===== src/afm_pkg.sv =====
`default_nettype none

package afm_pkg;

  // Default table geometry
  localparam int unsigned MAX_SYMBOLS_DEF = 256;
  localparam int unsigned COUNT_BITS_DEF  = 17;

  // Fixed field widths
  localparam int unsigned ALPH_W  = 9;
  localparam int unsigned STEP_W  = 8;
  localparam int unsigned LIMIT_W = 16;
  localparam int unsigned SYM_W   = 8;
  localparam int unsigned VAL_W   = 17;

  // APB port geometry
  localparam int unsigned APB_AW = 4;
  localparam int unsigned APB_DW = 32;

  // Register reset values
  localparam logic [ALPH_W-1:0]  ALPH_RST  = 9'd256;
  localparam logic [STEP_W-1:0]  STEP_RST  = 8'd1;
  localparam logic [LIMIT_W-1:0] LIMIT_RST = 16'hFFFF;

  // Register indexes (word address)
  typedef enum logic [1:0] {
    REG_ALPHABET = 2'd0,
    REG_STEP     = 2'd1,
    REG_LIMIT    = 2'd2
  } reg_idx_e;

  typedef struct packed {
    logic [ALPH_W-1:0]  alphabet;
    logic [STEP_W-1:0]  step;
    logic [LIMIT_W-1:0] limit;
  } cfg_t;

  // Controller to datapath
  typedef struct packed {
    logic clr_restart;
    logic clr_step;
    logic accept;
    logic scan_start;
    logic scan_step;
    logic emit;
    logic rs_start;
    logic rs_step;
  } cmd_t;

  // Datapath to controller
  typedef struct packed {
    logic clr_last;
    logic range_err;
    logic hit;
    logic miss;
    logic out_free;
    logic rescale_need;
    logic rs_last;
  } stat_t;

endpackage

`default_nettype wire


===== src/afm_ctrl.sv =====
`default_nettype none

module afm_ctrl
  import afm_pkg::*;
(
  input  logic  clk_i,
  input  logic  rst_ni,
  input  logic  cfg_wr_i,
  input  logic  in_valid_i,
  output logic  in_stall_o,
  input  stat_t stat_i,
  output cmd_t  cmd_o
);

  localparam logic [2:0] ST_CLEAR    = 3'd0;
  localparam logic [2:0] ST_IDLE     = 3'd1;
  localparam logic [2:0] ST_START    = 3'd2;
  localparam logic [2:0] ST_SCAN     = 3'd3;
  localparam logic [2:0] ST_EMIT     = 3'd4;
  localparam logic [2:0] ST_RS_START = 3'd5;
  localparam logic [2:0] ST_RS       = 3'd6;

  logic [2:0] state_q, state_d;

  // Input is taken only when idle and no register write is landing
  assign in_stall_o = (state_q != ST_IDLE) | cfg_wr_i;

  // Next state and commands
  always_comb begin
    state_d = state_q;
    cmd_o   = '0;
    if (cfg_wr_i) begin
      cmd_o.clr_restart = 1'b1;
      state_d           = ST_CLEAR;
    end else begin
      unique case (state_q)
        ST_CLEAR: begin
          cmd_o.clr_step = 1'b1;
          if (stat_i.clr_last) state_d = ST_IDLE;
        end
        ST_IDLE: begin
          if (in_valid_i) begin
            cmd_o.accept = 1'b1;
            state_d      = ST_START;
          end
        end
        ST_START: begin
          cmd_o.scan_start = 1'b1;
          state_d          = stat_i.range_err ? ST_EMIT : ST_SCAN;
        end
        ST_SCAN: begin
          cmd_o.scan_step = 1'b1;
          if (stat_i.hit || stat_i.miss) state_d = ST_EMIT;
        end
        ST_EMIT: begin
          if (stat_i.out_free) begin
            cmd_o.emit = 1'b1;
            state_d    = stat_i.rescale_need ? ST_RS_START : ST_IDLE;
          end
        end
        ST_RS_START: begin
          cmd_o.rs_start = 1'b1;
          state_d        = ST_RS;
        end
        ST_RS: begin
          cmd_o.rs_step = 1'b1;
          if (stat_i.rs_last) state_d = ST_IDLE;
        end
        default: state_d = ST_CLEAR;
      endcase
    end
  end

  always_ff @(posedge clk_i or negedge rst_ni) begin
    if (!rst_ni) begin
      state_q <= ST_CLEAR;
    end else begin
      state_q <= state_d;
    end
  end

endmodule

`default_nettype wire


===== config.mk =====
export PLATFORM = sky130hd
export DESIGN_NAME = afm_ctrl
export DESIGN_NICKNAME = d
export VERILOG_FILES = /design/src/afm_pkg.sv /design/src/afm_ctrl.sv
export SDC_FILE = /design/constraint.sdc
export NUM_CORES = 1
export LEC_CHECK = 0
export ABC_CLOCK_PERIOD_IN_PS = 3900
export BUFFER_PORTS_ARGS = -buffer_cell sky130_fd_sc_hd__buf_2
export CAP_MARGIN = 15
export CORE_AREA = 3 3 40 42
export DETAILED_ROUTE_END_ITERATION = 10
export DIE_AREA = 0 0 43 45
export PLACE_DENSITY = 0.59
export REMOVE_ABC_BUFFERS = 1
export SYNTH_ARGS = -nofsm -noshare
export SYNTH_HDL_FRONTEND = slang
export SYNTH_SLANG_ARGS = --single-unit

===== constraint.sdc =====
create_clock -name clk_i -period 3.9 [get_ports clk_i]
set_clock_uncertainty 0.15 [all_clocks]
set_input_delay 0.585 -clock clk_i [delete_from_list [all_inputs] [get_ports clk_i]]
set_output_delay 0.585 -clock clk_i [all_outputs]
set_load 0.05 [all_outputs]

# Yosys cells after proc, flatten, opt, wreduce, memory -nomap -nowiden
# Cells that the tools add are included.
dict set report word_totals {
  elab_cells 37
  out_inout_bits 9
  in_bits 11
  reg_bits 3
}
dict set report classes {
  bitwise 1
  n_reduce_logical 3
  eq_ne 12
  mux 20
}
# op count
set op_table {}
lappend op_table {{$mux 3} 8}
lappend op_table {{$pmux 3 s7} 1}
lappend op_table {{$ne 3x3->1 const B} 5}
lappend op_table {{$mux 1} 10}
lappend op_table {{$eq 3x3->1 const B} 3}
lappend op_table {{$mux 7} 1}
lappend op_table {{$eq 3x2->1 const B} 2}
lappend op_table {{$reduce_and 5->1} 1}
lappend op_table {{$eq 3x1->1 const B} 1}
lappend op_table {{$logic_not 3->1} 1}
lappend op_table {{$ne 3x1->1 const B} 1}
lappend op_table {{$logic_or 1x1->1} 1}
lappend op_table {{$or 1x1->1} 1}

# Depth between registers and ports, before layout
# Gate-level depths: netlist (run 1).
dict set report depth {
  ltp_word 4
  mapped_depth 5
  mapped_depth_nobuf 4
}

# Worst setup path after synthesis (run 1)
# No wires, ideal clock.
dict set report synth_timing {
  kind {input to output}
  startpoint {input cfg_wr_i}
  endpoint {output cmd_o[2] (netlist bit)}
  slack_ns 0.765
  t_arrival_ns 2.400
  t_required_ns 3.165
  n_path_buf 1
  path_stages 2
  cell_sequence {buf_4 > nor4b_1}
}
# item line
set synth_lines {}
lappend synth_lines {{start, declared} afm_ctrl.sv:8} ;# input logic cfg_wr_i,
lappend synth_lines {{end, declared} afm_ctrl.sv:12} ;# output cmd_t cmd_o

==> results of run 1 <==
final timing paths:
kind | start | to | slack (ns) | cells past startpoint
max in group asynchronous | rst_ni | state_q[0] | 2.98 | 2
min in group clk_i | state_q[2] | state_q[2] | 0.58 | 1
hold reg to reg | state_q[2] | state_q[2] | 0.58 | 1
hold / removal | rst_ni | state_q[1] | 0.52 | 2
setup / recovery | state_q[0] | cmd_o[2] | 1.59 | 3
setup reg to reg | state_q[0] | state_q[0] | 2.02 | 4
report_power, final:
part	leakage (nW)	total [mW]	switching (mW)	internal [mW]
Sequential	0.0402	0.0583	0.0205	0.0378
Combinational	0.169	0.0965	0.0589	0.0376
Clock	0.0150	0.0536	0.0153	0.0383
Total	0.224	0.208	0.0947	0.114
per-layer routing:
metal | vias up | routed length (um) | part of all wire | track usage
met5 | - | 0 | 0 | 0
met3 | 0 | 50 | 0.061 | 0.0159
li1 | 186 | - | - | -
met2 | 11 | 424 | 0.52 | 0.147
met4 | 0 | 0 | 0 | 0.0723
met1 | 162 | 342 | 0.42 | 0.106
worst max-delay path, stage by stage, from the launching register on:
cell,delay (ns)
dfrtp_1,0.49
nand2b_2,0.28
nor4b_1,0.27
buf_2,0.31
logic make-up after synthesis:
kind of cell,Yosys count,synth area share
DFF,3,0.216
AOI/OAI and AO/OA,7,0.180
buffers and inverters,6,0.122
and+or+nand+nor,22,0.385
muxes,3,0.0971
repair_timing:
action                                 CTS  global route
gates resized for setup                  0             0
hold buffers                             1             0
endpoints found under the hold margin    3             0
through the flow:
| stage | instances | instance area, um^2 | hold slack [ns] |
|---|---|---|---|
| after detailed placement | 70 | 423 | 0.230 |
| after CTS | 75 | 459 | 0.513 |
| after global routing | 75 | 459 | 0.528 |
| after floorplan | 36 | 309 | 0.139 |
| after global placement | 70 | 423 | 0.231 |
| final | 75 | 459 | 0.518 |
cell usage in the layout (no fill, tap or decap), drive strengths merged:
cell type and count:
nand2b 4, nor4 3, or2 1, inv 1, o21ai 2, nor2 6
nor4b 1, nand2 1, and2b 2, a211oi 1, a221oi 1, nor3 1
a21oi 1, dfrtp 3, nor2b 1, dlygate4sd3 1, mux2 3, a2111oi 1
clkbuf 4, buf 19, and3 2, o32ai 1
synth_stat cells, drive strengths merged:
library cell / n / area, um^2
mux2: 3 / 33.8
buf: 5 / 38.8
nor4: 3 / 18.8
nand2: 1 / 3.75
a221oi: 1 / 15.0
nor4b: 1 / 8.76
o21ai: 2 / 10.0
o32ai: 1 / 16.3
nor3: 1 / 5.00
and2b: 2 / 15.0
and3: 2 / 12.5
dfrtp: 3 / 75.1
inv: 1 / 3.75
a21oi: 1 / 5.00
nand2b: 4 / 32.5
or2: 1 / 6.26
a2111oi: 1 / 8.76
nor2b: 1 / 6.26
a211oi: 1 / 7.51
nor2: 6 / 25.0
final cells by class:
type,instances,area share
clock buffer,4,0.0572
inverter,1,0.00817
multi-input combinational,32,0.501
sequential,3,0.163
tap,15,0.0409
timing repair buffer,20,0.229
==> metrics.cfg, run 1 <==
[outcome]
status=completed

[placed_design]
dp_hpwl_um=667
portBuffers=19
dpl_worst_slack_ns=1.78
gp_congestion=0.653

[timing]
finalCriticalPeriod_ns=2.31
setup_viol=0
period_share=0.592
rsz0062_at_grt=false
tightest_slew_ns=0.365
relSlewSlack=0.750
fin_ws_ns=1.59
finalSetupTns_ns=0
max_freq_ghz=0.433
slew_viol_final=0
hold_viol=0

[finish]
final-seq-area_um2=75.1
drive_gt1_frac=0.533
largest_reg_flops=3
areaGrowthSynthToFinish_pct=32.0
largestRegisters=state_q (3)
final_core_util=0.357
fillers=150
diodes=0
fin_nets=72
largest_register=state_q
multiInputGateArea_um2=230

[floorplanning]
start_util=0.271
die_w_um=43
core-area_um2=1280
die_h_um=45
fp-row-count=13
ios=20
die-area_um2=1940

[detailed_routing]
drc=0
postRouteAntennaNets=0
wl_um=817
dr.pass1.iters=1
vias=359
drt-wirelength-per-cell_um=10.9
drt_iter0_markers=0
routed_via_density=4.79

[clock_network]
clk_latency_ns=0.23
cts_buffer_depth=2
clock_sinks=3
cts.clk_slew.worst_paths_ns=0.04
cts_buffers=3
clockRootBuffer=clkbuf_4
post-cts-setup-buffers=0
cts_tree=built
htreeDepth=1

[synthesis]
synth.distinct_cells=24
ys_warn_count=0
synthesis.area_um2=348
synth-seq-area-share=0.216
synthCells=41
synth-seq-cells=3
synth_area_per_cell_um2=8.48

[setup_path]
arrival_ns=1.57
end_kind=output port
path_max_fanout=13
crit_type=flop to output port
start_kind=flop
cp_data_required_time_ns=3.16

[grt]
overflow=0
grt_util_all_layers=0.0908
grt_max_degree=14
antenna_found_initial=0
grt_pass1_wl_mm=1.32
grt_pass1_vias=335

[power]
totalPowerFinal_mw=0.208
p_per_area_nw_per_um2=454
ir_drop_uv=189
p_leak_nw=0.224

[job]
maxCapViolCount=0

[min_path]
min_path_type=input pin to asynchronous set/reset pin

Note: power is estimated with default switching activity, not from simulation.
==> inputs of run 2 (changes only) <==
--- a/config.mk
+++ b/config.mk
@@ -5,7 +5,7 @@
 export SDC_FILE = /design/constraint.sdc
 export NUM_CORES = 1
 export LEC_CHECK = 0
-export ABC_CLOCK_PERIOD_IN_PS = 3900
+export ABC_CLOCK_PERIOD_IN_PS = 2300
 export BUFFER_PORTS_ARGS = -buffer_cell sky130_fd_sc_hd__buf_2
 export CAP_MARGIN = 15
 export CORE_AREA = 3 3 40 42
==> constraint.sdc (replaced) <==
create_clock -name clk_i -period 2.3 [get_ports clk_i]
set_clock_uncertainty 0.15 [all_clocks]
set_input_delay 0.345 -clock clk_i [delete_from_list [all_inputs] [get_ports clk_i]]
set_output_delay 0.345 -clock clk_i [all_outputs]
set_load 0.05 [all_outputs]
==> run 2 against run 1 <==
Against the previous run: via count is 3.1% lower; largest cell class unchanged; first-iteration DRC count is 3 higher; die area stayed put; design area stayed put; non-clock buffer count stayed put; critical path type unchanged.
==> metrics.cfg, run 2 (synthesis gave the netlist of run 1 again) <==
[outcome]
status=completed

[clock_network]
clk_latency_ns=0.23  ; about the same
cts.clk_slew.worst_paths_ns=0.04  ; about the same
postCtsHoldBufs=1  ; unchanged
cts_buffers=3  ; unchanged
clock_sinks=3  ; unchanged
postCtsResizedCells=0  ; unchanged
post-cts-setup-buffers=0  ; unchanged
clockRootBuffer=clkbuf_4
htreeDepth=1  ; unchanged
cts_buffer_depth=2  ; unchanged
cts_tree=built

[timing]
hold_viol=0  ; unchanged
hold_ws_ns=0.292  ; -0.226 ns
period_share=0.893
slew_viol_final=0  ; unchanged
relSlewSlack=0.751  ; +0.000811
finalCriticalPeriod_ns=2.05
setup_viol=0  ; unchanged
tightest_slew_ns=0.374  ; +0.00823 ns
max_freq_ghz=0.487
rsz0062_at_grt=false
finalSetupTns_ns=0  ; unchanged

[floorplanning]
core-area_um2=1280  ; unchanged
ios=20  ; unchanged
fp-row-count=13  ; unchanged
start_util=0.271  ; unchanged
die_w_um=43  ; unchanged
die_h_um=45  ; unchanged
die-area_um2=1940  ; unchanged

[setup_path]
path_max_fanout=13  ; unchanged
timing.rr.start=state_q[0]
crit_family=simple AND/OR/NAND/NOR gates
crit_type=flop to output port
cp_data_required_time_ns=1.80  ; -1.36 ns
rr_endpoint=state_q[0]
slowest_stage=dfrtp_1
end_kind=output port
path_buf_inv=1  ; unchanged
cp_cell_sequence=nand2b_2 > nor4b_1 > buf_2
rr_worst_depth=4  ; unchanged
r2r_slack_ns=0.46  ; -1.56 ns
slowest_delay_ns=0.48  ; about the same
arrival_ns=1.56  ; about the same
start_kind=flop

[job]
maxCapViolCount=0  ; unchanged

[power]
p_leak_nw=0.224  ; unchanged
p_per_area_nw_per_um2=763  ; +68%
ir_drop_uv=293  ; +55%

[detailed_routing]
drt-wirelength-per-cell_um=10.4  ; -4.9%
drc=0  ; unchanged
wl_um=777  ; -4.9%
drt_iter0_markers=3  ; +3
dr.pass1.iters=2  ; +1
postRouteAntennaNets=0  ; unchanged
vias=348  ; -3.1%
routed_via_density=4.64  ; -3.1%

[placed_design]
portBuffers=19  ; unchanged
gp_congestion=0.769  ; +18%
dp_hpwl_um=591  ; -11%

[finish]
diodes=0  ; unchanged
final_cell_mix=19 x buf_2, 5 x nor2_1
largestRegisters=state_q (3)
final_common_cell=buf_2
fin_nets=72  ; unchanged
largest_reg_flops=3  ; unchanged
final_core_util=0.357  ; unchanged
drive_gt1_frac=0.533  ; unchanged
areaGrowthSynthToFinish_pct=32.0  ; unchanged
largest_register=state_q

[grt]
antenna_found_initial=0  ; unchanged
grt_util_all_layers=0.0826  ; -0.00820
grt_max_degree=14  ; unchanged
grt_pass1_wl_mm=1.21  ; -8.4%
grt_pass1_vias=289  ; -14%
overflow=0  ; unchanged

[min_path]
min_path_type=input pin to asynchronous set/reset pin

-- run 2: cell type report --
cell class / instances / area [um^2]
sequential: 3 / 75.1
clock buffer: 4 / 26.3
inverter: 1 / 3.75
fill: 144 / 826
timing repair buffer: 20 / 105
tap: 15 / 18.8
multi-input combinational: 32 / 230
-- run 2: per-stage QoR --
step                setup slack [ns]  power [mW]  area [um^2]  std cells
finish                         0.247       0.351          459         75
global route                  0.0441       0.379          459         75
CTS                            0.207       0.359          459         75
detailed placement             0.441       0.262          423         70
global placement               0.476       0.259          423         70
floorplan                     -0.550       0.216          309         36
-- run 2: report_power, final --
| group | total, mW | internal, mW | switching, mW |
|---|---|---|---|
| Clock | 0.0909 | 0.0649 | 0.0259 |
| Sequential | 0.0980 | 0.0641 | 0.0340 |
| Combinational | 0.162 | 0.0637 | 0.0979 |
| Total | 0.351 | 0.193 | 0.158 |
-- run 2: how the worst max path moves through the flow --
stage	slack, ns	endpoint	from	cells after the start
6_report	0.25	cmd_o[2]	state_q[0]	3
5_1_grt	0.04	cmd_o[2]	state_q[0]	3
2_1_floorplan	-0.55	cmd_o[2]	state_q[0]	2
3_3_place_gp	0.48	state_q[2]	state_q[0]	4
3_5_place_dp	0.44	state_q[0]	state_q[0]	4
4_1_cts	0.21	cmd_o[2]	state_q[0]	3
-- run 2: per-layer routing --
| layer | GRT usage | vias to the layer above | part of all wire |
|---|---|---|---|
| met5 | 0 | - | 0 |
| met3 | 0.0239 | 0 | 0.072 |
| met2 | 0.117 | 11 | 0.48 |
| li1 | - | 190 | - |
| met1 | 0.109 | 147 | 0.45 |
| met4 | 0.0542 | 0 | 0 |
==> inputs of run 3 (changes only) <==
--- a/config.mk
+++ b/config.mk
@@ -5,7 +5,7 @@
 export SDC_FILE = /design/constraint.sdc
 export NUM_CORES = 1
 export LEC_CHECK = 0
-export ABC_CLOCK_PERIOD_IN_PS = 2300
+export ABC_CLOCK_PERIOD_IN_PS = 2320
 export BUFFER_PORTS_ARGS = -buffer_cell sky130_fd_sc_hd__buf_2
 export CAP_MARGIN = 15
 export CORE_AREA = 3 3 40 42
==> constraint.sdc (replaced) <==
create_clock -name clk_i -period 2.32 [get_ports clk_i]
set_clock_uncertainty 0.15 [all_clocks]
set_input_delay 0.348 -clock clk_i [delete_from_list [all_inputs] [get_ports clk_i]]
set_output_delay 0.348 -clock clk_i [all_outputs]
set_load 0.05 [all_outputs]
==> run 3 against run 2 <==
Against the previous run: count of clock-buffer cells in the layout stayed put; global-route usage is 0.25 points lower; worst hold slack better by 0.0030 ns; utilization stayed put; combinational power hardly changed; cell count stayed put; register-to-register slack better by 0.04 ns; largest cell class unchanged; largest power group unchanged.
==> metrics.cfg, run 3 (synthesis gave the netlist of run 1 again) <==
[finish]
design_area_um2=459  ; unchanged
final_common_cell=buf_2
largest_register=state_q
areaGrowthSynthToFinish_pct=32.0  ; unchanged
drive_gt1_frac=0.533  ; unchanged
largest_reg_flops=3  ; unchanged
final_cell_mix=19 x buf_2, 5 x nor2_1
fin_nets=72  ; unchanged
diodes=0  ; unchanged
largestRegisters=state_q (3)

[clock_network]
cts_tree=built
clockRootBuffer=clkbuf_4
cts_buffers=3  ; unchanged
clk_latency_ns=0.23  ; about the same
cts_buffer_depth=2  ; unchanged
postCtsHoldBufs=1  ; unchanged
clock_sinks=3  ; unchanged
post-cts-setup-buffers=0  ; unchanged
postCtsResizedCells=0  ; unchanged
htreeDepth=1  ; unchanged
cts.clk_slew.worst_paths_ns=0.04  ; about the same

[detailed_routing]
drc=0  ; unchanged
drt-wirelength-per-cell_um=10.0  ; -3.1%
routed_via_density=4.64  ; unchanged
drt_iter0_markers=12  ; +9
dr.pass1.iters=4  ; +2
wl_um=753  ; -3.1%
postRouteAntennaNets=0  ; unchanged
vias=348  ; unchanged

[placed_design]
portBuffers=19  ; unchanged
dpl_worst_slack_ns=0.492  ; +0.0509 ns
dp_hpwl_um=597  ; +1.0%
gp_congestion=0.769  ; about the same
place_area_um2=423  ; unchanged

[timing]
period_share=0.882
max_freq_ghz=0.489
finalSetupTns_ns=0  ; unchanged
tightest_slew_ns=0.382  ; +0.00882 ns
slew_viol_final=0  ; unchanged
relSlewSlack=0.745  ; -0.00588
hold_ws_ns=0.295  ; +0.00296 ns
setup_viol=0  ; unchanged
finalCriticalPeriod_ns=2.05
rsz0062_at_grt=false
fin_ws_ns=0.274  ; +0.0273 ns
hold_viol=0  ; unchanged

[floorplanning]
die_w_um=43  ; unchanged
fp-row-count=13  ; unchanged
start_util=0.271  ; unchanged
core-area_um2=1280  ; unchanged
ios=20  ; unchanged
die-area_um2=1940  ; unchanged
die_h_um=45  ; unchanged

[grt]
grt_max_degree=14  ; unchanged
busiest_layer=met2
grt_use_met1=0.102  ; -0.00728
use_met3=0.0199  ; -0.00398
grt_pass1_vias=297  ; +2.8%
overflow=0  ; unchanged
grt_util_all_layers=0.0801  ; -0.00250
antenna_found_initial=0  ; unchanged
met2_usage=0.120  ; +0.00299
grt_pass1_wl_mm=1.17  ; -2.8%

[power]
ir_drop_uv=302  ; +3.2%
swShare=0.449  ; -0.000852
power.internal_mw=0.191  ; -0.85%
p_clk_frac=0.260  ; about the same
totalPowerFinal_mw=0.347  ; -1.0%
p_per_area_nw_per_um2=756  ; -1.0%
p_leak_nw=0.224  ; unchanged
power.share.sequential=0.278  ; -0.002
comb_power_share=0.462  ; about the same
p_sw_mw=0.156  ; -1.2%

[job]
maxCapViolCount=0  ; unchanged

[setup_path]
cp_data_required_time_ns=1.82  ; +0.02 ns
start_kind=flop
crit_type=flop to output port
path_max_fanout=13  ; unchanged
arrival_ns=1.55  ; about the same
end_kind=output port

[outcome]
status=completed

[min_path]
min_path_type=input pin to asynchronous set/reset pin

-- run 3: cell counts in the layout (fill, tap and decap cells not counted) --
No cell type changed its count.
-- run 3: through the flow --
| step | utilization | std cells |
|---|---|---|
| after global placement | 0.329 | 70 |
| after floorplan | - | 36 |
| final | 0.357 | 75 |
| after global routing | 0.357 | 75 |
| after detailed placement | 0.329 | 70 |
| after CTS | 0.357 | 75 |
-- run 3: final cells by class --
class	instances	area (um^2)
fill	146	826
multi-input combinational	32	230
timing repair buffer	20	105
sequential	3	75.1
clock buffer	4	26.3
tap	15	18.8
inverter	1	3.75
-- run 3: worst max-delay path, cell delays in order (launching register included) --
cell      delay [ns]
dfrtp_1         0.48
nand2b_2        0.26
nor4b_1         0.27
buf_2           0.31
-- run 3: path summary, 6_finish.rpt --
path / startpoint / end / slack, ns / cells past startpoint
hold reg to reg: state_q[2] / state_q[2] / 0.56 / 1
setup / recovery: state_q[0] / cmd_o[2] / 0.27 / 3
min in group clk_i: cfg_wr_i / state_q[1] / 0.40 / 3
max in group asynchronous: rst_ni / state_q[0] / 1.62 / 2
hold / removal: rst_ni / state_q[1] / 0.29 / 2
setup reg to reg: state_q[0] / state_q[0] / 0.50 / 4
-- run 3: layer usage --
layer	wire, um	up-vias
met5	0	-
met3	65	0
met1	322	152
met2	366	11
li1	-	185
met4	0	0
-- run 3: power groups by stage --
stage | Clock (mW) | Combinational, mW | Sequential (mW)
detailed placement | 0 | 0.161 | 0.0977
global route | 0.0999 | 0.173 | 0.102
floorplan | 0 | 0.125 | 0.0898
finish | 0.0901 | 0.160 | 0.0966
CTS | 0.0953 | 0.163 | 0.0976
global placement | 0 | 0.160 | 0.0971
