[src/afm_pkg.sv]
`default_nettype none

package afm_pkg;

  // Default table geometry
  localparam int unsigned MAX_SYMBOLS_DEF = 256;
  localparam int unsigned COUNT_BITS_DEF  = 17;

  // Fixed field widths
  localparam int unsigned ALPH_W  = 9;
  localparam int unsigned STEP_W  = 8;
  localparam int unsigned LIMIT_W = 16;
  localparam int unsigned SYM_W   = 8;
  localparam int unsigned VAL_W   = 17;

  // APB port geometry
  localparam int unsigned APB_AW = 4;
  localparam int unsigned APB_DW = 32;

  // Register reset values
  localparam logic [ALPH_W-1:0]  ALPH_RST  = 9'd256;
  localparam logic [STEP_W-1:0]  STEP_RST  = 8'd1;
  localparam logic [LIMIT_W-1:0] LIMIT_RST = 16'hFFFF;

  // Register indexes (word address)
  typedef enum logic [1:0] {
    REG_ALPHABET = 2'd0,
    REG_STEP     = 2'd1,
    REG_LIMIT    = 2'd2
  } reg_idx_e;

  typedef struct packed {
    logic [ALPH_W-1:0]  alphabet;
    logic [STEP_W-1:0]  step;
    logic [LIMIT_W-1:0] limit;
  } cfg_t;

  // Controller to datapath
  typedef struct packed {
    logic clr_restart;
    logic clr_step;
    logic accept;
    logic scan_start;
    logic scan_step;
    logic emit;
    logic rs_start;
    logic rs_step;
  } cmd_t;

  // Datapath to controller
  typedef struct packed {
    logic clr_last;
    logic range_err;
    logic hit;
    logic miss;
    logic out_free;
    logic rescale_need;
    logic rs_last;
  } stat_t;

endpackage

`default_nettype wire

[src/afm_regs.sv]
`default_nettype none

module afm_regs
  import afm_pkg::*;
(
  input  logic              clk_i,
  input  logic              rst_ni,
  input  logic              psel,
  input  logic              penable,
  input  logic              pwrite,
  input  logic [APB_AW-1:0] paddr,
  input  logic [APB_DW-1:0] pwdata,
  output logic [APB_DW-1:0] prdata,
  output logic              pready,
  output cfg_t              cfg_o,
  output logic              cfg_wr_o
);

  logic [ALPH_W-1:0]  alph_q;
  logic [STEP_W-1:0]  step_q;
  logic [LIMIT_W-1:0] limit_q;
  logic [1:0]         widx;
  logic               wr_en;
  logic               idx_ok;

  assign pready = 1'b1;
  assign widx   = paddr[3:2];
  assign wr_en  = psel & penable & pwrite;

  // Valid register index decode
  always_comb begin
    unique case (widx) inside
      REG_ALPHABET, REG_STEP, REG_LIMIT: idx_ok = 1'b1;
      default:                           idx_ok = 1'b0;
    endcase
  end

  assign cfg_wr_o = wr_en & idx_ok;

  // Register write
  always_ff @(posedge clk_i or negedge rst_ni) begin
    if (!rst_ni) begin
      alph_q  <= ALPH_RST;
      step_q  <= STEP_RST;
      limit_q <= LIMIT_RST;
    end else if (wr_en) begin
      unique case (widx)
        REG_ALPHABET: alph_q  <= pwdata[ALPH_W-1:0];
        REG_STEP:     step_q  <= pwdata[STEP_W-1:0];
        REG_LIMIT:    limit_q <= pwdata[LIMIT_W-1:0];
        default: ;
      endcase
    end
  end

  // Read mux
  always_comb begin
    unique case (widx)
      REG_ALPHABET: prdata = {{(APB_DW-ALPH_W){1'b0}}, alph_q};
      REG_STEP:     prdata = {{(APB_DW-STEP_W){1'b0}}, step_q};
      REG_LIMIT:    prdata = {{(APB_DW-LIMIT_W){1'b0}}, limit_q};
      default:      prdata = '0;
    endcase
  end

  assign cfg_o.alphabet = alph_q;
  assign cfg_o.step     = step_q;
  assign cfg_o.limit    = limit_q;

endmodule

`default_nettype wire

[config.mk]
export PLATFORM = sky130hd
export DESIGN_NAME = afm_regs
export DESIGN_NICKNAME = d
export VERILOG_FILES = /design/src/afm_pkg.sv /design/src/afm_regs.sv
export SDC_FILE = /design/constraint.sdc
export NUM_CORES = 1
export LEC_CHECK = 0
export BUFFER_PORTS_ARGS = -buffer_cell sky130_fd_sc_hd__clkbuf_2
export CORE_MARGIN = 2
export CORE_UTILIZATION = 30
export DETAILED_ROUTE_END_ITERATION = 10
export SLEW_MARGIN = 20
export SYNTH_ARGS = -nofsm -noshare
export SYNTH_HDL_FRONTEND = slang
export SYNTH_SLANG_ARGS = --single-unit
[constraint.sdc]
create_clock -name clk_i -period 1 [get_ports clk_i]
set_input_delay 0.05 -clock clk_i [delete_from_list [all_inputs] [get_ports clk_i]]
set_output_delay 0.05 -clock clk_i [all_outputs]
set_load 0.05 [all_outputs]
; Word level (Yosys, flattened, before mapping)
; Cells that the tools add are included.
[totals]
wordCells = 15
regBits = 33
[classes]
reduce_logical = 5
bitwise = 3
n_eq_ne = 2
muxes = 2
[ops]
columns = op, n
row1 = 16-bit case mux with 3 select lines, 1
row2 = 2-bit AND reduction, 3
row3 = 1-bit bitwise AND, 3
row4 = 3-bit OR reduction, 1
row5 = 2-bit by 1-bit == test with 1-bit output (second input constant), 1
row6 = 2-bit == test (second input constant), 1
row7 = 2-bit zero test, 1
row8 = 1-bit 2-to-1 mux, 1

; Depth between registers and ports, before layout
; Gate-level depths: netlist (run 1).
[depth]
ltp_word = 4
mapped_depth = 4
ltp_nobuf = 3

; Least setup slack after synthesis (run 1)
; OpenSTA, ideal clock, no wires.
[synth_timing]
path_type = reg-to-output
startpoint = register limit_q[0]
endpoint = output port prdata[0]
slack_ns = -0.948
arrival_time_ns = 1.898
path_stages_with_launch = 3
cell_sequence = dfstp_2 -> mux2i_1 -> o21ai_0
[synth_via]
elab_chain_len = 1
[synth_rtl]
columns = item, line_no
row1 = from (decl), afm_regs.sv:21  ; logic [LIMIT_W-1:0] limit_q;
row2 = from (signal assigned), afm_regs.sv:50  ; REG_LIMIT: limit_q <= pwdata[LIMIT_W-1:0];
row3 = 16-bit case mux with 3 select lines, afm_regs.sv:58  ; unique case (widx)
row4 = to (decl), afm_regs.sv:13  ; output logic [APB_DW-1:0] prdata,
; No other way between the ends.

; Worst setup path after layout (run 1)
[layout_timing]
startpoint = register limit_q[2]
endpoint = output port prdata[2]
; The elaborated chain is that of the path after synthesis.

==> metrics.txt, run 1 <==
# TYPE chip_impl_metric gauge
chip_impl_metric{name="finalCritPeriodShare",unit="%"} 127.7
chip_impl_info{name="hp-class",value="in -> reg"} 1
chip_impl_metric{name="post-dp-hpwl",unit="mm"} 3.312
chip_impl_metric{name="post-route-drc-count",unit=""} 0
chip_impl_metric{name="critical_path_buf_inv_count",unit=""} 1
chip_impl_metric{name="die_area",unit="mm2"} 0.006264
chip_impl_info{name="run_status",value="finished with violations"} 1
chip_impl_metric{name="placement_rows",unit=""} 27
chip_impl_info{name="timing.critical_path.from_type",value="flop"} 1
chip_impl_metric{name="period_needed",unit="ns"} 1.277
chip_impl_metric{name="power_per_cell_area",unit="mW/mm2"} 2222
chip_impl_metric{name="endpoint_required_time_on_the_critical_path",unit="ns"} 0.95
chip_impl_metric{name="cp_num_cells",unit=""} 3
chip_impl_metric{name="cts.sink_count",unit=""} 33
chip_impl_metric{name="p_leak",unit="nW"} 1.632
chip_impl_metric{name="drtPass1Iterations",unit=""} 3
chip_impl_info{name="setup_repair_after_global_routing_missed_its_margin",value="true"} 1
chip_impl_metric{name="layout_cell_share_with_drive_strength_beyond_1",unit="%"} 83.53
chip_impl_info{name="violated_checks",value="setup timing"} 1
chip_impl_metric{name="dp.cells",unit=""} 301
chip_impl_info{name="clock-root-buffer",value="sky130_fd_sc_hd__clkbuf_8"} 1
chip_impl_metric{name="vdd_ir_drop_max",unit="mV"} 1.168
chip_impl_metric{name="fraction_of_the_core_area_covered_by_cells_at_the_end_of_the_flow",unit="%"} 64.54
chip_impl_metric{name="post_drt_via_cell_ratio",unit=""} 4.333
chip_impl_metric{name="timing.final.hold_violations",unit=""} 0
chip_impl_metric{name="via_count_of_the_first_global_routing_pass",unit=""} 1450
chip_impl_metric{name="slew_viol_final",unit=""} 0
chip_impl_metric{name="residual_antenna_violating_net_count_after_detailed_routing",unit=""} 0
chip_impl_metric{name="worst_hold_slack",unit="ns"} 0.008178
chip_impl_metric{name="slowest_delay",unit="ns"} 0.55
chip_impl_metric{name="aggregate_routed_wire_length",unit="mm"} 5.242
chip_impl_info{name="worst_path_dominant_cell_family",value="flip-flops"} 1
chip_impl_metric{name="yosysWarnings",unit=""} 0
chip_impl_metric{name="seq_area_frac_synth",unit="%"} 50.07
chip_impl_metric{name="holdPathStages",unit=""} 2
chip_impl_metric{name="die_height",unit="um"} 79.15
chip_impl_metric{name="area_growth",unit="%"} 108.5
chip_impl_metric{name="post_synth_num_cell_types",unit=""} 22
chip_impl_metric{name="ff2ff_path_depth",unit=""} 3
chip_impl_metric{name="core_area",unit="mm2"} 0.005473
chip_impl_info{name="crit_chain",value="mux2i_2 > o21ai_4 > buf_8"} 1
chip_impl_info{name="clock_tree_from_tritoncts",value="built"} 1
chip_impl_metric{name="gr-usage-all-layers",unit="%"} 16.09
chip_impl_metric{name="cts_inserted_buffers",unit=""} 5
chip_impl_metric{name="clockBufferDepth",unit=""} 2
chip_impl_metric{name="gp_congestion",unit=""} 0.7931
chip_impl_metric{name="critPathMaxFanout",unit=""} 2
chip_impl_metric{name="setup_ws",unit="ns"} -0.2775
chip_impl_metric{name="totalPowerFinal",unit="mW"} 7.849
chip_impl_metric{name="drt_iter0_markers",unit=""} 22
chip_impl_metric{name="post_synth_inst_count",unit=""} 130
chip_impl_metric{name="htree_num_levels",unit=""} 2
chip_impl_info{name="crit_type",value="reg -> out"} 1
chip_impl_metric{name="post_synth_instance_area",unit="mm2"} 0.001694
chip_impl_metric{name="yosys_register_bits",unit=""} 33
chip_impl_metric{name="grt-ovfl-total",unit=""} 0
chip_impl_metric{name="grt_start_max_net_pins",unit=""} 22
chip_impl_metric{name="final.fill_count",unit=""} 393
chip_impl_metric{name="initial_utilization",unit="%"} 30.96
chip_impl_metric{name="die_w",unit="um"} 79.15
chip_impl_metric{name="antenna_cells",unit=""} 0
chip_impl_metric{name="timing.final.setup_violations",unit=""} 39
chip_impl_metric{name="vias",unit=""} 1417
chip_impl_metric{name="final_std_cells_w_o_fill",unit=""} 327
chip_impl_info{name="critPathSlowestCell",value="sky130_fd_sc_hd__dfstp_2"} 1
chip_impl_metric{name="clock-skew-final",unit="ns"} 0
chip_impl_metric{name="cp_data_arrival_time",unit="ns"} 1.23
chip_impl_metric{name="clkLatencyLatePin",unit="ns"} 0.28
chip_impl_metric{name="clock.fmax",unit="MHz"} 782.8
chip_impl_metric{name="cts.clk_slew.worst_paths",unit="ns"} 0.08
chip_impl_metric{name="maxCapViolCount",unit=""} 0
chip_impl_info{name="kind_of_end_point_of_the_critical_path",value="output port"} 1
chip_impl_metric{name="num-nets-final",unit=""} 295
chip_impl_metric{name="grt_first_pass_wirelength",unit="mm"} 7.624
chip_impl_metric{name="grt_antenna_before_repair",unit=""} 0
chip_impl_metric{name="routed_wire_length_per_instance",unit="um"} 16.03
chip_impl_metric{name="synth_area_per_cell",unit="um2"} 13.03
chip_impl_metric{name="boundaryPins",unit=""} 108
chip_impl_metric{name="preCtsSetupSlack",unit="ns"} -0.2829
chip_impl_metric{name="port-buffer-count",unit=""} 72
## registers in the layout, indices dropped and copies added (netlist names)
name     cells
step_q       8
limit_q     16
alph_q       9
## synth_stat cells, drive strengths merged
master / count / area [um2]
nand3: 1 / 10.01
or3b: 1 / 8.760
mux2i: 9 / 90.09
nand2: 8 / 30.03
a21oi: 1 / 5.000
nor2b: 1 / 6.260
dfstp: 18 / 473.0
clkbuf: 1 / 3.750
mux2: 33 / 401.6
and2: 7 / 43.79
nor2: 1 / 3.750
nor3: 1 / 10.01
conb: 2 / 7.510
nor3b: 1 / 18.77
dfrtp: 15 / 375.4
buf: 21 / 158.9
o21ai: 8 / 40.04
and2b: 1 / 7.510
## metrics by stage
step	instance area (um2)	setup TNS, ns
4_1_cts	3425	-6.205
6_report	3532	-6.407
3_3_place_gp	2566	-8.856
5_1_grt	3532	-7.601
3_5_place_dp	2566	-9.249
2_1_floorplan	1954	-3.349
## power breakdown
part	total [mW]	internal, mW	switching [mW]	leakage (nW)
sequential	2.10	1.79	0.312	0.363
combinational	4.62	2.26	2.36	1.21
clock	1.12	0.622	0.499	0.0542
## routing by layer
layer	part of all wire (%)	vias to the layer above	wire, um	track usage [%]
met3	4.8	9	254	4.091
met5	0	-	0	0
met2	50	51	2640	27.88
met4	2.4	0	125	6.724
li1	-	659	-	-
met1	42	698	2223	18.86
## logic make-up after synthesis
family	after synthesis	share of synthesized area [%]
AND/OR/NAND/NOR	22	8.198
flip-flops	33	50.07
other	2	0.4433
buffers and inverters	22	9.600
AO/OA/AOI/OAI	9	2.659
multiplexers	42	29.03
## cell usage in the layout (no fill, tap or decap), types with 9 or more instances in the layout
cell type and instances:
sky130_fd_sc_hd__buf_4 28, sky130_fd_sc_hd__clkbuf_16 25, sky130_fd_sc_hd__clkbuf_2 23, sky130_fd_sc_hd__mux2_2 18
sky130_fd_sc_hd__dfstp_2 18, sky130_fd_sc_hd__conb_1 17, sky130_fd_sc_hd__buf_6 17, sky130_fd_sc_hd__mux2_4 15
sky130_fd_sc_hd__buf_8 11, sky130_fd_sc_hd__mux2i_2 9, sky130_fd_sc_hd__clkbuf_8 9
## path summary, 6_finish.rpt
kind | startpoint | endpoint | slack (ns)
worst max register to register | limit_q[14]$_DFFE_PN1P_ | limit_q[14]$_DFFE_PN1P_ | 0.05
max in group asynchronous | rst_ni | limit_q[3]$_DFFE_PN1P_ | 0.27
worst min register to register | step_q[3]$_DFFE_PN0P_ | step_q[3]$_DFFE_PN0P_ | 0.54
min in group asynchronous | rst_ni | alph_q[5]$_DFFE_PN0P_ | 0.22
worst min-delay path | pwdata[9] | limit_q[9]$_DFFE_PN1P_ | 0.008
worst max-delay path | limit_q[2]$_DFFE_PN1P_ | prdata[2] | -0.28
## what timing repair did
action | CTS | global route
pin swaps | 9 | 0
endpoints found under the hold margin | 32 | 0
buffers inserted | 2 | 13
hold buffers | 7 | 0
endpoints found under the setup margin | 49 | 44
gates resized for setup | 119 | 24
## area by class of cell
class / count / area [um2] / share of cell area, %
Clock buffer: 7 / 96.34 / 2.728
Clock inverter: 1 / 5.005 / 0.1417
Multi-Input combinational cell: 90 / 932.1 / 26.39
Sequential cell: 33 / 858.3 / 24.30
Tap cell: 72 / 90.09 / 2.550
Timing Repair Buffer: 124 / 1550 / 43.89
## worst register-to-register path, delay by kind of cell (launching register included)
family	cells	cell delay, ns
muxes	1	0.26
buffers and inverters	2	0.24
DFF	1	0.38
No activity file was read; power rests on OpenSTA's default activity.
==> run 2: changes to the inputs <==
Settings changed: BUFFER_PORTS_ARGS -buffer_cell sky130_fd_sc_hd__clkbuf_2 to not set, CAP_MARGIN set to 25, DONT_BUFFER_PORTS set to 1.
==> metrics.txt, run 2 (synthesis gave the netlist of run 1 again) <==
# TYPE chip_impl_metric gauge
chip_impl_metric{name="period_needed",unit="ns"} 1.275
chip_impl_metric{name="via_count_of_the_first_global_routing_pass",unit=""} 1412
chip_impl_metric{name="boundaryPins",unit=""} 108
chip_impl_metric{name="slew_viol_final",unit=""} 0
chip_impl_metric{name="internal_power",unit="mW"} 4.256
chip_impl_metric{name="cts.clk_slew.worst_paths",unit="ns"} 0.07
chip_impl_metric{name="port-buffer-count",unit=""} 0
chip_impl_info{name="run_status",value="finished with violations"} 1
chip_impl_info{name="most_frequent_cells_in_the_layout",value="30 x sky130_fd_sc_hd__buf_4, 18 x sky130_fd_sc_hd__dfstp_2, 17 x sky130_fd_sc_hd__mux2_2, 17 x sky130_fd_sc_hd__conb_1, 17 x sky130_fd_sc_hd__dlygate4sd3_1"} 1
chip_impl_metric{name="power_per_cell_area",unit="mW/mm2"} 2450
chip_impl_metric{name="cts_inserted_buffers",unit=""} 5
chip_impl_metric{name="num-nets-final",unit=""} 253
chip_impl_metric{name="vdd_ir_drop_max",unit="mV"} 0.8679
chip_impl_info{name="violated_checks",value="setup timing"} 1
chip_impl_metric{name="clkLatencyLatePin",unit="ns"} 0.28
chip_impl_metric{name="clkPwrFrac",unit="%"} 17.6
chip_impl_metric{name="finalCritPeriodShare",unit="%"} 127.5
chip_impl_info{name="clock_tree_from_tritoncts",value="built"} 1
chip_impl_metric{name="cp_data_arrival_time",unit="ns"} 1.23
chip_impl_metric{name="clock-skew-final",unit="ns"} 0
chip_impl_metric{name="gr-usage-all-layers",unit="%"} 15.26
chip_impl_metric{name="grt-ovfl-total",unit=""} 0
chip_impl_metric{name="cts.sink_count",unit=""} 33
chip_impl_metric{name="largest_register_ffs",unit=""} 16
chip_impl_info{name="top_register",value="limit_q"} 1
chip_impl_metric{name="aggregate_routed_wire_length",unit="mm"} 4.704
chip_impl_metric{name="netSwitchingFraction",unit="%"} 41.07
chip_impl_metric{name="htree_num_levels",unit=""} 2
chip_impl_metric{name="post_drt_via_cell_ratio",unit=""} 4.389
chip_impl_info{name="clock-root-buffer",value="sky130_fd_sc_hd__clkbuf_8"} 1
chip_impl_info{name="setup_repair_after_global_routing_missed_its_margin",value="true"} 1
chip_impl_metric{name="gp_congestion",unit=""} 0.7276
chip_impl_metric{name="grt_start_max_net_pins",unit=""} 34
chip_impl_metric{name="setup-tns-final",unit="ns"} -4.395
chip_impl_info{name="crit_type",value="reg -> out"} 1
chip_impl_metric{name="drt_iter0_markers",unit=""} 31
chip_impl_metric{name="die_height",unit="um"} 79.15
chip_impl_metric{name="vias",unit=""} 1251
chip_impl_metric{name="holdPathStages",unit=""} 3
chip_impl_metric{name="design_area",unit="mm2"} 0.002948
chip_impl_metric{name="layout_cell_share_with_drive_strength_beyond_1",unit="%"} 75.12
chip_impl_metric{name="timing.final.setup_violations",unit=""} 34
chip_impl_metric{name="residual_antenna_violating_net_count_after_detailed_routing",unit=""} 0
chip_impl_metric{name="clock.fmax",unit="MHz"} 784.1
chip_impl_metric{name="post-dp-hpwl",unit="mm"} 3.126
chip_impl_metric{name="ff2ff_path_depth",unit=""} 3
chip_impl_metric{name="p_leak",unit="nW"} 1.297
chip_impl_metric{name="placement_rows",unit=""} 27
chip_impl_metric{name="final_std_cells_w_o_fill",unit=""} 285
chip_impl_metric{name="post-route-drc-count",unit=""} 0
chip_impl_metric{name="routed_wire_length_per_instance",unit="um"} 16.51
chip_impl_metric{name="die_area",unit="mm2"} 0.006264
chip_impl_metric{name="critPathMaxFanout",unit=""} 2
chip_impl_metric{name="fraction_of_the_core_area_covered_by_cells_at_the_end_of_the_flow",unit="%"} 53.86
chip_impl_metric{name="drtPass1Iterations",unit=""} 6
chip_impl_info{name="layout_commonest_cell",value="sky130_fd_sc_hd__buf_4"} 1
chip_impl_metric{name="core_area",unit="mm2"} 0.005473
chip_impl_info{name="largest_registers",value="limit_q x16, alph_q x9, step_q x8"} 1
chip_impl_metric{name="grt_antenna_before_repair",unit=""} 0
chip_impl_metric{name="placed_area",unit="mm2"} 0.002384
chip_impl_metric{name="seqPwrFrac",unit="%"} 29.3
chip_impl_metric{name="maxCapViolCount",unit=""} 0
chip_impl_metric{name="worst_hold_slack",unit="ns"} 0.1913
chip_impl_metric{name="timing.final.hold_violations",unit=""} 0
chip_impl_metric{name="initial_utilization",unit="%"} 30.96
chip_impl_metric{name="area_growth",unit="%"} 74.00
chip_impl_info{name="timing.critical_path.from_type",value="flop"} 1
chip_impl_metric{name="clockBufferDepth",unit=""} 2
chip_impl_metric{name="die_w",unit="um"} 79.15
chip_impl_metric{name="grt_first_pass_wirelength",unit="mm"} 7.300
chip_impl_metric{name="endpoint_required_time_on_the_critical_path",unit="ns"} 0.95
chip_impl_metric{name="setup_ws",unit="ns"} -0.2754
chip_impl_metric{name="antenna_cells",unit=""} 0
chip_impl_info{name="kind_of_end_point_of_the_critical_path",value="output port"} 1
chip_impl_info{name="hp-class",value="in -> reg"} 1
chip_impl_metric{name="dp.cells",unit=""} 247
chip_impl_metric{name="switching_power",unit="mW"} 2.966
chip_impl_metric{name="logic_gate_share_of_total_power",unit="%"} 53.0
-- run 2: changes by cell type in the layout (fill, tap and decap cells not counted), moves of 2 or more --
cell and delta:
sky130_fd_sc_hd__buf_12 +7, sky130_fd_sc_hd__buf_4 +2, sky130_fd_sc_hd__buf_6 -8, sky130_fd_sc_hd__buf_8 +3, sky130_fd_sc_hd__clkbuf_16 -25, sky130_fd_sc_hd__clkbuf_2 -23
sky130_fd_sc_hd__clkbuf_4 -6, sky130_fd_sc_hd__clkbuf_8 -3, sky130_fd_sc_hd__dlygate4sd3_1 +10
-- run 2: metrics by stage --
step	total power [mW]	setup slack, ns
after floorplan	4.442	-0.2286
after global placement	5.280	-0.1082
after detailed placement	5.337	-0.1334
after CTS	7.185	-0.2786
after global routing	7.514	-0.3193
final	7.223	-0.2754
-- run 2: repair_timing --
action / in CTS / in global routing
hold endpoints to repair: 66 / 0
cloned: 0 / 0
endpoints found under the setup margin: 34 / 35
gates resized for setup: 38 / 9
pin swaps: 9 / 0
hold buffers: 18 / 0
setup buffers: 11 / 4
-- run 2: final timing paths --
kind,startpoint,endpoint,slack (ns)
min reg2reg,alph_q[1]$_DFFE_PN0P_,alph_q[1]$_DFFE_PN0P_,0.55
min in group asynchronous,rst_ni,alph_q[0]$_DFFE_PN0P_,0.22
min,paddr[3],alph_q[7]$_DFFE_PN0P_,0.19
max in group asynchronous,rst_ni,limit_q[8]$_DFFE_PN1P_,0.53
max reg2reg,limit_q[3]$_DFFE_PN1P_,limit_q[3]$_DFFE_PN1P_,0.02
max,limit_q[2]$_DFFE_PN1P_,prdata[2],-0.28
-- run 2: worst max-delay path, stage by stage (launching register included) --
cell and delay [ns]:
sky130_fd_sc_hd__dfstp_2 0.56, sky130_fd_sc_hd__mux2i_2 0.09, sky130_fd_sc_hd__o21ai_4 0.15, sky130_fd_sc_hd__buf_12 0.15
-- run 2: per-layer routing --
metal	vias up	wire length, um	track usage (%)
li1	573	-	-
met1	624	1783	16.39
met2	50	2585	28.81
met3	4	282	3.864
met4	0	53	5.172
met5	-	0	0
-- run 2: power groups by stage --
stage / Clock (mW) / Combinational [mW] / Sequential (mW)
floorplan: 0 / 1.25 / 3.19
global placement: 0 / 3.21 / 2.07
detailed placement: 0 / 3.24 / 2.10
CTS: 1.31 / 3.76 / 2.11
global route: 1.39 / 3.95 / 2.17
finish: 1.27 / 3.83 / 2.12
-- run 2: cell type report --
class	count	area, um2
Multi-Input combinational cell	90	935.9
Sequential cell	33	858.3
Clock buffer	7	86.33
Clock inverter	1	30.03
Fill cell	466	2525
Tap cell	72	90.09
Timing Repair Buffer	82	947.2
